File: src/rtl/mas_pkg.sv
// Shared constants for the Monge-Ampere stencil residual block.
// Depends on nothing; used by the top level and its submodules.
package mas_pkg;

   // Configuration register width and index width
   localparam int REG_BITS = 47;
   localparam int CSR_IDX_BITS = 2;

   // Configuration register indexes
   localparam logic [CSR_IDX_BITS-1:0] CSR_EPSILON   = 2'd0;
   localparam logic [CSR_IDX_BITS-1:0] CSR_INV_HX_SQ = 2'd1;
   localparam logic [CSR_IDX_BITS-1:0] CSR_INV_HY_SQ = 2'd2;

   // Register reset values, unsigned Q23.24
   localparam logic [REG_BITS-1:0] EPSILON_RESET = 47'd16777;
   localparam logic [REG_BITS-1:0] INV_H_SQ_RESET = 47'h1_0000_0000;

   // Stage control carried next to each item
   typedef struct packed {
      logic valid;
   } stage_ctl_type;

endpackage

File: src/rtl/mas_div_step.sv
// One registered step of a restoring divider: one quotient bit per stage.
// The quotient shifts in where the numerator bits shift out. Depends on mas_pkg.
module mas_div_step #(
   parameter int DW = 48,
   parameter int PW = 1
) (
   input  logic                  clock,
   input  logic                  reset,
   input  logic                  en,
   input  mas_pkg::stage_ctl_type in_ctl,
   input  logic [DW-1:0]         in_rem,
   input  logic [DW-1:0]         in_qn,
   input  logic [DW-1:0]         in_div,
   input  logic [PW-1:0]         in_pay,
   output mas_pkg::stage_ctl_type out_ctl,
   output logic [DW-1:0]         out_rem,
   output logic [DW-1:0]         out_qn,
   output logic [DW-1:0]         out_div,
   output logic [PW-1:0]         out_pay
);
   mas_pkg::stage_ctl_type ctl_ff;
   logic [DW-1:0] rem_ff, rem_in, qn_ff, qn_in, div_ff;
   logic [PW-1:0] pay_ff;
   logic [DW:0]   trial;
   logic [DW+1:0] diff;
   logic          take;

   // Shift in the next numerator bit and subtract where it fits
   always_comb begin
      trial  = {in_rem, in_qn[DW-1]};
      diff   = {1'b0, trial} - {2'b00, in_div};
      take   = !diff[DW+1];
      rem_in = take ? diff[DW-1:0] : trial[DW-1:0];
      qn_in  = {in_qn[DW-2:0], take};
   end

   // Advance valid bit
   always_ff @(posedge clock) begin
      if (reset) begin
         ctl_ff <= '0;
      end else if (en) begin
         ctl_ff <= in_ctl;
      end
   end

   // Advance data
   always_ff @(posedge clock) begin
      if (en) begin
         rem_ff <= rem_in;
         qn_ff  <= qn_in;
         div_ff <= in_div;
         pay_ff <= in_pay;
      end
   end

   assign out_ctl = ctl_ff;
   assign out_rem = rem_ff;
   assign out_qn  = qn_ff;
   assign out_div = div_ff;
   assign out_pay = pay_ff;
endmodule

File: config.mk
export PLATFORM = sky130hd
export DESIGN_NAME = mas_div_step
export DESIGN_NICKNAME = d
export VERILOG_FILES = /design/src/rtl/mas_pkg.sv /design/src/rtl/mas_div_step.sv
export SDC_FILE = /design/constraint.sdc
export NUM_CORES = 1
export LEC_CHECK = 0
export BUFFER_PORTS_ARGS = -buffer_cell sky130_fd_sc_hd__buf_2
export CAP_MARGIN = 20
export CORE_AREA = 8 8 150 138
export DETAILED_ROUTE_END_ITERATION = 7
export DIE_AREA = 0 0 158 146
export PLACE_DENSITY = 0.74
export SLEW_MARGIN = 5
export SYNTH_ARGS = -nofsm -noshare
export SYNTH_HDL_FRONTEND = slang
export SYNTH_SLANG_ARGS = --single-unit
File: constraint.sdc
create_clock -name clock -period 8.5 [get_ports clock]
set_input_delay 0.425 -clock clock [delete_from_list [all_inputs] [get_ports clock]]
set_output_delay 0.425 -clock clock [all_outputs]
set_load 0.005 [all_outputs]
Word level (Yosys, flattened, before mapping):

Index checks and enable logic that the tools add are counted.
Widths: inputs -> output; s select.

* equality and inequality tests: 0
* add/subtract/negate cells: 1
* magnitude comparators: 0
* divide/modulo/power cells: 0
* muxes and demuxes: 1
* multiply operators: 0
* reduce and logical (&&, ||, !) cells: 1
* bitwise logic cells: 0
* shift-type cells: 0

Operators by type and width (count)
* $sub 49x48->50: 1
* $mux 48: 1
* $logic_not 1->1: 1

* output and inout bits: 146
* bits in latches: 0
* logic and storage cells: 8
* memory bits (writable): 0
* register bits: 146
* input bits: 149
* ROM bits: 0
* memories: 0

Depth between registers and ports, before layout:

* word-level depth: 2
* depth in mapped cells: 14

Least setup slack after synthesis:

OpenSTA, ideal clock, no wires.

* kind: input to register
* from: in in_div[1]
* to: reg rem_ff[40], in the netlist out_rem[40], data pin
* setup time: 262 ps
* arrival: 2970 ps
* setup slack: 5268 ps
* cell stages on the path: 13
* cells stage by stage: inv_1 -> ha_1 -> nor2b_1 -> o2111a_1 -> a2111o_1 -> nand4_2 -> a211oi_2 -> nor2_4 -> o21ai_2 -> a2111oi_4 -> buf_6 -> buf_8 -> mux2_1

* longest elaborated chain between the ends: 2

Ends and longest elaborated chain
* from (decl): RTL line mas_div_step.sv:13 `input logic [DW-1:0] in_div,`
* $sub 49x48->50: RTL line mas_div_step.sv:31 `diff = {1'b0, trial} - {2'b00, in_div};`
* $mux 48: RTL line mas_div_step.sv:33 `rem_in = take ? diff[DW-1:0] : trial[DW-1:0];`
* via rem_in[40]: RTL line mas_div_step.sv:22 `logic [DW-1:0] rem_ff, rem_in, qn_ff, qn_in, div_ff;`
* to (signal assigned): RTL line mas_div_step.sv:49 `rem_ff <= rem_in;`
* to (decl): RTL line mas_div_step.sv:22

The timed path passes the listed nets, and every way through them passes these cells.
A chain may end at the register's enable or synchronous reset.

Worst setup path in the final report:

* from: in in_div[1]
* to: reg rem_ff[24], in the netlist out_rem[24], data pin

Same word-level chain as after synthesis.

==> Flow_metrics.wiki <==
{| class="wikitable"
! Metric !! Value
|-
| Result of the run || finished clean
|-
| Number of design rule violations left after detail routing || 0
|-
| DIE WIDTH || 158 µm
|-
| Share of the clock period used by the worst path || 0.3985
|-
| Post-layout power || 0.002055 W
|-
| Total Routed Length || 21.50 mm
|-
| TritonCTS clock tree || yes
|-
| Detailed-route via count || between 6k and 7k
|-
| Total CTS buffers || 17
|-
| Area of the mapped netlist || 7939 µm²
|-
| Post-route ant nets || 0
|-
| Number of endpoints with negative hold slack in the final report || 0
|-
| Clock insertion delay at the later pin of the skew report || around 0.41 ns
|-
| Clock Tree Root || sky130_fd_sc_hd__clkbuf_16
|-
| WL/cell || approximately 18 µm
|-
| Final Max Tran Viols || 0
|-
| Maximum count of clock buffers along a single path || 2
|-
| Sequential share of power || 0.440
|-
| Power density over cell area || 201.6 nW/µm²
|-
| Headroom to the max-slew limit || 0.4145
|-
| Deepest level of the CTS H-tree || 4
|-
| Comb pwr share || 0.217
|-
| Clock sink total || approximately 150
|-
| Syn Area/Cell || 12.35 µm²
|-
| Drt pass-1 iters || 5
|-
| Net switching power of the design || 0.0005754 W
|-
| Syn Nets || 841
|-
| Synth Area in Simple Gates || 0.07203
|-
| Post-synthesis cell count || 643
|-
| Area added between synthesis and finish || 28.40%
|-
| Switching share of power || 0.2799
|-
| Post-CTS setup buffer count || 0
|-
| Max frequency || a little under 300 MHz
|-
| Synth Area in XOR/XNOR || 0.04634
|-
| Final global-route overflow total || 0
|-
| Maximum number of pins on one net before global-route repair || 94
|-
| Setup crit end kind || register
|-
| RSZ-0062 raised after global routing || false
|-
| Max Fanout on Critical Path || 29
|-
| DRT iter0 DRCs || 371
|-
| Footprint of the flip-flops and latches || 4374 µm²
|-
| Worst supply voltage drop on vdd || between 0.1 and 0.15 mV
|-
| Post-cts sizing count || 0
|-
| Number of unique standard cell types used by synthesis || 65
|-
| Multi-input logic area || 3238 µm²
|-
| Static Leakage || 4.632 nW
|-
| Dominant synthesized flop cell || sky130_fd_sc_hd__edfxtp_1
|-
| Hold_buf cts || 0
|-
| Die extent in y || between 100 and 150 µm
|-
| Starting utilization of the core area || 0.4383
|-
| Max-Cap Viols || 0
|-
| Number of enable-type register cells in the synthesized netlist || 145
|-
| Sequential fraction of the synthesis area || 0.5510
|-
| Req. time, crit path || ~8.7 ns
|-
| Clock-pin slew reported for the worst setup and hold paths after clock tree synthesis || 0.06 ns
|-
| Boundary Pins || 295
|-
| Fin nets || 1142
|-
| Crit path kind || in -> reg
|-
| Data arrival time at the worst-slack endpoint || 3.56 ns
|-
| Post-synthesis compound-gate area fraction || 0.1390
|-
| Total negative slack for setup checks || 0 ns
|-
| Clock skew after layout || 0 ns
|-
| Worst min-delay path class || in -> reg
|-
| Initial antenna violation count || 2
|-
| Final estimated routing congestion in global placement || 0.8616
|-
| Count of buffers inserted at the top-level ports || 294
|-
| Fraction of synthesized area in multiplexers || 0.07234
|-
| Aggregate global-route resource usage || 0.1805
|-
| Clock power frac || 0.343
|-
| Final setup violation count || 0
|-
| Layout cell share with drive strength beyond 1 || 0.3898
|-
| Dominant combinational cell family by area after synthesis || compound AO/OA/AOI/OAI gates
|-
| Adder-cell share of the synthesized area || 0.07817
|-
| Slew at the pin closest to its max-slew limit || 0.8782 ns
|-
| Wire length of the first global-routing pass || 32.83 mm
|-
| Minimum clock period || 3.387 ns
|-
| Placeable core area || 18110 µm²
|-
| Via count of the first global-routing pass || about 6.4k
|-
| Die Area || about 23000 µm²
|-
| FF+latch count, synth || around 150
|-
| Half-perimeter wire length after detailed placement || 16.84 mm
|-
| CP Launch Type || input port
|-
| Async set-reset flop share out of synthesis || 0
|-
| Post-DR vias/cell || approximately 5.2
|-
| Int Power || 0.001480 W
|-
| Core Rows || 47
|-
| Final-layout fill cell count || 1635
|-
| Synth warn || 0
|}
-- worst max-delay path: stages --
cell                        delay [ns]
sky130_fd_sc_hd__buf_2            0.12
sky130_fd_sc_hd__inv_1            0.05
sky130_fd_sc_hd__ha_1             0.26
sky130_fd_sc_hd__nor2b_1          0.14
sky130_fd_sc_hd__o2111a_1         0.27
sky130_fd_sc_hd__a2111o_1         0.44
sky130_fd_sc_hd__nand4_2          0.20
sky130_fd_sc_hd__a211oi_2         0.13
sky130_fd_sc_hd__nor2_4           0.19
sky130_fd_sc_hd__o21ai_2          0.13
sky130_fd_sc_hd__a2111oi_4        0.33
sky130_fd_sc_hd__buf_4            0.48
sky130_fd_sc_hd__mux2_2           0.39
-- synth_stat cells, types with 8 or more instances --
| cell type | count | area [µm²] |
|---|---|---|
| sky130_fd_sc_hd__a21o_1 | 22 | 165.2 |
| sky130_fd_sc_hd__a21oi_1 | 42 | 210.2 |
| sky130_fd_sc_hd__a31oi_1 | 9 | 56.30 |
| sky130_fd_sc_hd__and3_1 | 10 | 62.56 |
| sky130_fd_sc_hd__clkbuf_1 | 8 | 30.03 |
| sky130_fd_sc_hd__edfxtp_1 | 145 | 4354 |
| sky130_fd_sc_hd__ha_1 | 48 | 600.6 |
| sky130_fd_sc_hd__inv_1 | 60 | 225.2 |
| sky130_fd_sc_hd__mux2_2 | 28 | 315.3 |
| sky130_fd_sc_hd__mux2_4 | 10 | 150.1 |
| sky130_fd_sc_hd__nand2_1 | 43 | 161.4 |
| sky130_fd_sc_hd__nand3_1 | 8 | 40.04 |
| sky130_fd_sc_hd__nor2_1 | 29 | 108.9 |
| sky130_fd_sc_hd__o21ai_0 | 25 | 125.1 |
| sky130_fd_sc_hd__xnor2_1 | 25 | 219.0 |
| sky130_fd_sc_hd__xor2_1 | 17 | 148.9 |
-- stage by stage --
step / setup WS (ns) / hold WS, ns / area (µm²) / instances / utilization
finish: 5.113 / 0.1574 / 10190 / 1203 / 0.5628
global route: 4.966 / 0.1269 / 10190 / 1203 / 0.5628
CTS: 5.122 / 0.1324 / 10190 / 1202 / 0.5627
detailed placement: 4.682 / 0.4943 / 9644 / 1170 / 0.5325
global placement: 4.747 / 0.4741 / 9644 / 1170 / 0.5325
floorplan: 5.268 / 0.4850 / 7939 / 643 / -
-- area by class of cell --
cell class | instances | share of cell area
antenna | 1 | 0.0002455
clock buffer | 17 | 0.04173
clock inverter | 15 | 0.01191
inverter | 60 | 0.02209
multi-input combinational | 422 | 0.3177
sequential | 146 | 0.4291
tap | 245 | 0.03007
timing repair buffer | 297 | 0.1472
-- metal layers --
layer,global-route usage,vias up,part of all wire
met5,0,-,0.00037
met4,0.03205,2,0.0076
met1,0.2100,2924,0.40
met3,0.06116,22,0.088
li1,-,3019,-
met2,0.3176,236,0.50
-- cell families after synthesis --
kind of cell	count (synthesis)
AO/OA/AOI/OAI	162
XOR/XNOR	42
adder cells (fa/ha/maj)	49
buffers and inverters	75
flip-flops	146
multiplexers	48
AND/OR/NAND/NOR	121
-- path summary, 6_finish.rpt --
| kind | start | endpoint | slack [ns] | depth (start not counted) |
|---|---|---|---|---|
| worst max-delay path | in_div[1] | out_rem[24]$_DFFE_PP_ | 5.11 | 13 |
| worst min-delay path | reset | out_ctl$_SDFFE_PP0P_ | 0.16 | 2 |
| worst max register to register | out_ctl$_SDFFE_PP0P_ | out_ctl$_SDFFE_PP0P_ | 7.91 | 2 |
| worst min register to register | out_ctl$_SDFFE_PP0P_ | out_ctl$_SDFFE_PP0P_ | 0.51 | 2 |
-- cells in the final DEF (no fill, tap or decap), types with 8 or more instances in the layout --
master                      count
sky130_fd_sc_hd__nor2_1        29
sky130_fd_sc_hd__inv_1         60
sky130_fd_sc_hd__a21o_1        22
sky130_fd_sc_hd__mux2_4        10
sky130_fd_sc_hd__edfxtp_1     145
sky130_fd_sc_hd__a31oi_1        9
sky130_fd_sc_hd__xor2_1        17
sky130_fd_sc_hd__clkbuf_16     17
sky130_fd_sc_hd__o21ai_0       25
sky130_fd_sc_hd__nand3_1        8
sky130_fd_sc_hd__and3_1        10
sky130_fd_sc_hd__buf_2        293
sky130_fd_sc_hd__nand2_1       43
sky130_fd_sc_hd__a21oi_1       42
sky130_fd_sc_hd__xnor2_1       25
sky130_fd_sc_hd__ha_1          48
sky130_fd_sc_hd__mux2_2        28
-- power groups by stage --
stage / logic, W / registers [W] / clock network, W
final: 0.000446 / 0.000904 / 0.000706
after CTS: 0.000449 / 0.000905 / 0.000726
after floorplan: 0.000246 / 0.000933 / 0
after global placement: 0.000438 / 0.000917 / 0
after detailed placement: 0.000446 / 0.000919 / 0
after global routing: 0.000489 / 0.000911 / 0.000751
-- registers in the layout, summed over array words and instances, names as in the netlist --
| signal | flops |
|---|---|
| out_div | 48 |
| out_rem | 48 |
| out_ctl | 1 |
| out_qn | 48 |
| out_pay | 1 |
Power figures use the tool's default switching activity.
